### config.mk
export PLATFORM = sky130hd
export DESIGN_NAME = imh_ram
export DESIGN_NICKNAME = d
export VERILOG_FILES = /design/src/rtl/core/imh_ram.sv
export SDC_FILE = /design/constraint.sdc
export NUM_CORES = 1
export LEC_CHECK = 0
export ABC_AREA = 1
export BUFFER_PORTS_ARGS = -buffer_cell sky130_fd_sc_hd__buf_2
export CORE_ASPECT_RATIO = 1.75
export CORE_MARGIN = 2
export CORE_UTILIZATION = 50
export CTS_CLUSTER_DIAMETER = 150
export DETAILED_ROUTE_END_ITERATION = 16
export PLACE_DENSITY = 0.76
export SLEW_MARGIN = 10
export SYNTH_ARGS = -nofsm -noshare
export SYNTH_HDL_FRONTEND = slang
export SYNTH_SLANG_ARGS = --single-unit
### constraint.sdc
create_clock -name i_clk -period 3.16 [get_ports i_clk]
set_input_delay 0.632 -clock i_clk [delete_from_list [all_inputs] [get_ports i_clk]]
set_output_delay 0.632 -clock i_clk [all_outputs]
set_load 0.01 [all_outputs]
### src/rtl/core/imh_ram.sv
// generic one-write one-read ram with registered read data
// depends on nothing
module imh_ram #(
    parameter int WIDTH = 8,
    parameter int DEPTH = 16
) (
    input  logic                     i_clk,
    input  logic                     i_we,
    input  logic [$clog2(DEPTH)-1:0] i_waddr,
    input  logic [WIDTH-1:0]         i_wdata,
    input  logic [$clog2(DEPTH)-1:0] i_raddr,
    output logic [WIDTH-1:0]         o_rdata
);
    logic [WIDTH-1:0] r_mem [DEPTH];
    always_ff @(posedge i_clk) begin
        if (i_we) begin
            r_mem[i_waddr] <= i_wdata;
        end
        o_rdata <= r_mem[i_raddr];
    end
endmodule

==> reports/results.txt, run 1 <==
For the remaining global-route overflow, the log shows 0. For the post-placement cell area, the log shows 5930 um2. Once layout is done, the placed cells without fillers occupy 6520 um2. Of the synthesized area, sequential elements account for 69.4%.

The maximum single-stage delay on the critical path was 0.72 ns; the global placer's final weighted congestion was 0.836. The Yosys step of the flow raised 0 warnings. The number of antenna diodes in the final layout is 0.

The clock root buffer was sky130_fd_sc_hd__clkbuf_16. TritonCTS built the clock tree. Global routing consumed, over all layers together, 22.3% of the routing resources.

The critical path is of the in2reg type. TritonCTS created 17 clock buffers. Across the run, the number of max-cap violations was 0.

The via count of the first global-routing pass is 3806, and the height of the die is 146 um. Number of nets in the synthesized netlist: 569. The tools report the final hold violation count as 0. Along the worst path, the maximum fanout reaches 8.

Buffers placed on the I/O ports in this run total 25. The initial utilization of the core area, before any placement, comes to 51.6%. The critical path starts at i_waddr[2].

The final critical-path share of the clock period works out to 52.5%. Setup repair after global routing left no endpoint under its margin. The run gives 0 as the number of instances resized during post-cts repair. Among all stages on the critical path, the largest delay is contributed by sky130_fd_sc_hd__nor2_1. In this run the remaining antenna-violating nets after routing total 0. For the initial antenna violation count, the log shows 0. The power density over the cells came out at 645 nW/um2.

The first global-routing pass estimated 19900 um of wire. Static timing analysis puts the maximum clock frequency at 603 MHz. The detailed router finished its first iteration with 347 violations.

The number of clock sinks seen by CTS was 136. In this run, placement finished with an instance count of 688. The logs give 40.0% for the relative slew slack and 0 for the max-slew violation count.

The final cell count without fillers was 720; the top-level I/O count was 26. The floorplan has 51 rows. Dividing the detail-routed via count by the number of cells gives 5.32.

The area growth from synthesis to layout is 13.1%. The share of final-layout standard cells stronger than drive strength 1 came out at 10.4%. For the H-tree depth, the log shows 4. The type of the most critical hold path is in2reg. STA puts the critical path data required time at 3.20 ns. The die boundary width was 85.2 um; the net total in the final layout was 593. The worst min-delay path startpoint was i_raddr[3].

The clock skew came out at 0.00652 ns. After synthesis the cells add up to 5770 um2. The clock passes through at most 2 buffers.

The DRC violations left came out at 0. The sum of negative setup slack was 0 ns. In this run the post-CTS setup repair buffer count came out at 0.

IR analysis of the VDD net gives a maximum drop of 482 uV. After clock tree synthesis, the clock-pin slew on the worst setup and hold paths is 0.06 ns. At the pin with the least slew margin, the transition time is 0.897 ns. The run gives 1.70 ns as the endpoint arrival time on the critical path.

The tools report the type of element capturing the critical path as a register. In this run, post-CTS hold repair placed 0 buffers. The number of synthesized register bits was 136; the clock latency at the later pin of the worst-skew pair was 0.42 ns. After floorplanning, the core was sized to cover 11200 um2. In this run the critical register-to-register path is launched from r_mem[1][5]$_DFFE_PP_. After synthesis, the netlist uses 12 different library cells. The flow ran to the end, and the final reports show no timing, DRC or antenna violations. The final route contains 3827 vias. For the largest net degree at the start of global routing, the log shows 65.

Setup violations remaining at the end of the flow were counted as 0. The type of origin of the critical path is an input pin. Summed over all nets, the half-perimeter wirelength after detailed placement is 8110 um.

The tools report the post-detailed-routing wire length as 13000 um. The cell leakage power was 2.83 nW. The critical path goes through buf_2, nand3b_1, nor2_1. A synthesized cell averages 10.5 um2.

The routed length per instance was 18.1 um; the number of instances in the synthesized netlist was 551. The routed design could run at a clock period as short as 1.66 ns. The run gives 12400 um2 as the area enclosed by the die boundary.

Before antenna repair, the detailed router went through 5 iterations.
layer usage:
layer	vias up	part of all wire (%)	GRT usage, %
met5	-	0	0
met4	0	5.2	13.0
met3	47	6.4	6.95
met2	163	53	38.5
met1	1794	35	23.2
li1	1823	-	-
kinds of logic (layout without fill, tap and decap cells):
| family | Yosys count | count (layout) | share of synthesized area (%) |
|---|---|---|---|
| buffers and inverters | 126 | 163 | 9.52 |
| AND/OR/NAND/NOR | 289 | 289 | 21.0 |
| flip-flops | 136 | 136 | 69.4 |
state kept, by name, summed over array words and instances (netlist names):
signal / count
r_mem: 128
o_rdata: 8
power by group:
| part | leakage (nW) | switching [W] | internal, W |
|---|---|---|---|
| clock | 0.291 | 0.000703 | 0.00123 |
| sequential | 1.22 | 0.0000150 | 0.00202 |
| combinational | 1.31 | 0.000176 | 0.0000666 |
| total | 2.83 | 0.000894 | 0.00331 |
placed cells by master, fill, tap and decap left out, types with 3 or more instances in the layout:
master | netlist | routed
sky130_fd_sc_hd__buf_2 | 13 | 25
sky130_fd_sc_hd__buf_4 | 4 | 3
sky130_fd_sc_hd__bufinv_16 | 0 | 3
sky130_fd_sc_hd__clkbuf_16 | 0 | 17
sky130_fd_sc_hd__clkinv_2 | 0 | 6
sky130_fd_sc_hd__clkinv_4 | 0 | 3
sky130_fd_sc_hd__dfxtp_1 | 8 | 8
sky130_fd_sc_hd__edfxtp_1 | 128 | 128
sky130_fd_sc_hd__inv_1 | 100 | 100
sky130_fd_sc_hd__nand2_1 | 173 | 173
sky130_fd_sc_hd__nand3_1 | 97 | 97
sky130_fd_sc_hd__nor2_1 | 17 | 17
through the flow:
stage	setup slack (ns)	total power [W]	util, %	hold slack (ns)
2_1_floorplan	1.58	0.00221	-	0.607
3_3_place_gp	1.14	0.00230	53.1	0.648
3_5_place_dp	1.07	0.00231	53.1	0.668
4_1_cts	1.51	0.00422	58.4	0.561
5_1_grt	1.43	0.00434	58.4	0.570
6_report	1.50	0.00421	58.4	0.573
cell usage after synthesis:
| library cell | instances | area share [%] |
|---|---|---|
| sky130_fd_sc_hd__dfxtp_1 | 8 | 2.8 |
| sky130_fd_sc_hd__inv_1 | 100 | 6.5 |
| sky130_fd_sc_hd__buf_4 | 4 | 0.52 |
| sky130_fd_sc_hd__buf_1 | 1 | 0.065 |
| sky130_fd_sc_hd__nand3_1 | 97 | 8.4 |
| sky130_fd_sc_hd__nand2_1 | 173 | 11 |
| sky130_fd_sc_hd__edfxtp_1 | 128 | 67 |
| sky130_fd_sc_hd__nand3b_1 | 2 | 0.26 |
| sky130_fd_sc_hd__buf_2 | 13 | 1.1 |
| sky130_fd_sc_hd__nor2_1 | 17 | 1.1 |
| sky130_fd_sc_hd__buf_6 | 6 | 1.2 |
| sky130_fd_sc_hd__inv_2 | 2 | 0.13 |
critical path, delay by kind of cell:
family | cells | cell delay [ns]
buffers and inverters | 1 | 0.11
and+or+nand+nor | 2 | 0.95
cell type report:
cell class / instances / area (um2)
Inverter: 102 / 383
Multi-Input combinational cell: 289 / 1210
Tap cell: 132 / 165
Clock buffer: 18 / 429
Fill cell: 844 / 4650
Clock inverter: 14 / 158
Sequential cell: 136 / 4000
Timing Repair Buffer: 29 / 168
worst paths after layout:
kind,endpoint,slack [ns],cells past startpoint
worst max-delay path,r_mem[11][5]$_DFFE_PP_,1.50,3
worst min-delay path,o_rdata[4]$_DFF_P_,0.57,3
worst max register to register,o_rdata[5]$_DFF_P_,2.08,6
worst min register to register,o_rdata[4]$_DFF_P_,0.69,6
Power figures use the tool's default switching activity.
==> run 2, diff against run 1 <==
--- a/config.mk
+++ b/config.mk
@@ -12,7 +12,7 @@
 export CORE_UTILIZATION = 50
 export CTS_CLUSTER_DIAMETER = 150
 export DETAILED_ROUTE_END_ITERATION = 16
-export PLACE_DENSITY = 0.76
+export PLACE_DENSITY = 0.79
 export SLEW_MARGIN = 10
 export SYNTH_ARGS = -nofsm -noshare
 export SYNTH_HDL_FRONTEND = slang
==> constraint.sdc (replaced) <==
create_clock -name i_clk -period 1.36 [get_ports i_clk]
set_input_delay 0.272 -clock i_clk [delete_from_list [all_inputs] [get_ports i_clk]]
set_output_delay 0.272 -clock i_clk [all_outputs]
set_load 0.01 [all_outputs]
==> reports/results.txt, run 2 (same netlist as run 1, synthesis figures left out) <==
Critical path, cell by cell: buf_2 (was buf_2, nand3b_1, nor2_1). Global placer's final weighted congestion: 0.858 (was 0.836). The largest net degree at the start of global routing is 65 (unchanged), and the remaining global-route overflow is 0 (unchanged). Largest register by flop count: r_mem (unchanged). Endpoint arrival time on the critical path: 0.92 ns (was 1.70 ns).

The logs give 3963 (was 3806) for the via count of the first global-routing pass and 8530 um (was 8110 um) for the HPWL reported at the end of detailed placement. For the initial antenna violation count, the log shows 0 (unchanged). For the number of antenna-violating nets in the routed design, the log shows 0 (unchanged). Maximum count of clock buffers along a single path: 2 (unchanged).

The multi-input logic area is 1210 um2 (unchanged), and the number of optimization iterations in the first detailed-route pass is 5 (unchanged). The final cell count without fillers came out at 740 (was 720). Count of placed standard cells including taps: 708 (was 688). Maximum single-stage delay on the critical path: 0.36 ns (was 0.72 ns). The run gives 0 (unchanged) as the final hold violation count. The sequential cell area was 4000 um2 (unchanged). Cell with the largest stage delay on the worst path: sky130_fd_sc_hd__dfxtp_1 (was sky130_fd_sc_hd__nor2_1).

The sum of buffers and inverters on the critical path is 1 (unchanged). The required time of the worst setup path is 1.09 ns (was 3.20 ns), and the clock skew is 0.00892 ns (was 0.00652 ns). The number of hold buffers added after CTS is 0 (unchanged), and the post-detailed-routing wire length is 13500 um (was 13000 um). The cell leakage power was 2.95 nW (was 2.83 nW). The max-slew violation count was 0 (unchanged); the number of flip-flops under the largest register name was 128 (unchanged).

The summed area of non-filler cells in the final layout is 6730 um2 (was 6520 um2). The leading cell type in the layout, fill and taps excluded is sky130_fd_sc_hd__nand2_1 (unchanged). The clock transition time at the flip-flop clock pins of the worst setup and hold paths is 0.06 ns (about the same), and the die boundary width is 85.2 um (unchanged). The tools report the core area as 11200 um2 (unchanged). The buffer count from post-CTS setup fixing is 0 (unchanged), and the net total in the final layout is 613 (was 593).

The run gives 858 (was 844) as the fill cell total of the finished layout. The tools report the initial core utilization as 51.6% (unchanged). The cell count of the worst reg-to-reg path was 6 (unchanged). Type of the most critical hold path: in2reg (unchanged). The top cell family by delay on the critical path is flip-flops (was simple AND/OR/NAND/NOR gates). The run finished with clean final reports. The launching point of the worst reg2reg path was r_mem[7][0]$_DFFE_PP_ (was r_mem[1][5]$_DFFE_PP_).

The tools report the clock root buffer as sky130_fd_sc_hd__clkbuf_16 (unchanged). The post-placement worst setup slack was -0.0732 ns (was 1.07 ns); the share of final-layout standard cells stronger than drive strength 1 was 13.0% (was 10.4%). The worst hold margin was 0.263 ns (was 0.573 ns); the final critical-path share of the clock period was 87.8%. The slack of the worst reg-to-reg path came out at 0.25 ns (was 2.08 ns). The worst-case setup margin in the final layout is 0.166 ns (was 1.50 ns).

The growth of design area from synthesis to finish works out to 16.7% (was 13.1%). Peak supply drop: 1310 uV (was 482 uV). The maximum net fanout on the critical path is 1 (was 8), and the relative slew slack is 60.9% (was 40.0%). The DRC violations left is 0 (unchanged), and the total via count after detailed routing is 3931 (was 3827).

The tools report the number of violations of the max-capacitance limit as 0 (unchanged). The run gives 51 (unchanged) as the cell row count. The overall routing resource usage came out at 23.1% (was 22.3%). The run gives 0 (unchanged) as the number of instances resized during post-cts repair. The routed length per instance was 18.2 um (was 18.1 um); the shortest clock period the worst path allows after layout was 1.19 ns. Most used cells in the layout excluding fill and tap cells: sky130_fd_sc_hd__nand2_1, sky130_fd_sc_hd__edfxtp_1, sky130_fd_sc_hd__inv_1, sky130_fd_sc_hd__nand3_1, sky130_fd_sc_hd__buf_2 (unchanged). The final setup violation count came out at 0 (unchanged).

The area enclosed by the die boundary was 12400 um2 (unchanged). The sum of negative setup slack was 0 ns (unchanged). The wire length of the first global-routing pass came out at 21000 um (was 19900 um). The count of input and output buffers was 25 (unchanged); the top-level I/O count was 26 (unchanged).

Registers with the most flip-flops: r_mem x128, o_rdata x8 (unchanged). The slew at the pin with the worst max-slew slack was 0.586 ns (was 0.897 ns); the number of stages on the worst setup path was 1 (was 3). Capture point of the critical path: o_rdata[7] (was r_mem[11][5]$_DFFE_PP_).

The tools report the clock latency at the later pin of the worst-skew pair as 0.42 ns (about the same). The power density over the cells was 1500 nW/um2 (was 645 nW/um2). The number of DRC markers in iteration 0 is 312 (was 347). The number of clock buffers inserted by TritonCTS was 17 (unchanged); the number of clock sinks seen by CTS was 136 (unchanged). Setup repair after global routing left no endpoint under its margin. The height of the die is 146 um (unchanged), and the post-placement cell area is 6110 um2 (was 5930 um2). The type of origin of the critical path is a register (was an input pin). The type of the setup path with the least slack was reg2out (was in2reg). TritonCTS built the clock tree. The number of vias per cell after detailed routing came out at 5.31 (was 5.32). The antenna diode count is 0 (unchanged). Critical path launch point: o_rdata[7]$_DFF_P_ (was i_waddr[2]).

The run gives 838 MHz as the maximum achievable frequency. The tools report the endpoint of the most critical register-to-register path as o_rdata[0]$_DFF_P_ (was o_rdata[5]$_DFF_P_). For the H-tree depth, the log shows 4 (unchanged). The type of element capturing the critical path was an output pin (was a register).
[run 2: cell type report]
cell class | instances | share of cell area, %
Sequential cell | 136 | 59.5
Clock buffer | 20 | 6.64
Tap cell | 132 | 2.45
Clock inverter | 12 | 2.60
Timing Repair Buffer | 49 | 5.09
Multi-Input combinational cell | 289 | 18.0
Inverter | 102 | 5.69
[run 2: power breakdown]
part | leakage [nW] | internal [W] | switching [W]
combinational | 1.43 | 0.000180 | 0.000421
sequential | 1.22 | 0.00469 | 0.0000325
clock | 0.299 | 0.00311 | 0.00166
total | 2.95 | 0.00797 | 0.00211
[run 2: worst min-delay path by stage]
stage	from	endpoint	slack [ns]	cells past startpoint
CTS	i_wdata[3]	r_mem[5][3]$_DFFE_PP_	0.25	1
global route	i_wdata[3]	r_mem[5][3]$_DFFE_PP_	0.26	1
detailed placement	r_mem[10][3]$_DFFE_PP_	o_rdata[3]$_DFF_P_	0.65	6
finish	i_wdata[3]	r_mem[5][3]$_DFFE_PP_	0.26	1
global placement	r_mem[10][3]$_DFFE_PP_	o_rdata[3]$_DFF_P_	0.64	6
floorplan	i_wdata[0]	r_mem[0][0]$_DFFE_PP_	0.37	0
[run 2: per-stage QoR]
| stage | util (%) | total power [W] |
|---|---|---|
| CTS | 60.3 | 0.0101 |
| global route | 60.3 | 0.0104 |
| floorplan | - | 0.00514 |
| finish | 60.3 | 0.0101 |
| detailed placement | 54.7 | 0.00540 |
| global placement | 54.7 | 0.00538 |
[run 2: metal layers]
metal	up-vias	part of all wire, %	wire length (um)	GRT usage, %
met4	0	5.6	753	14.4
met2	156	53	7200	39.3
met3	39	5.3	715	5.09
met5	-	0	0	0
met1	1873	36	4830	25.7
li1	1863	-	-	-
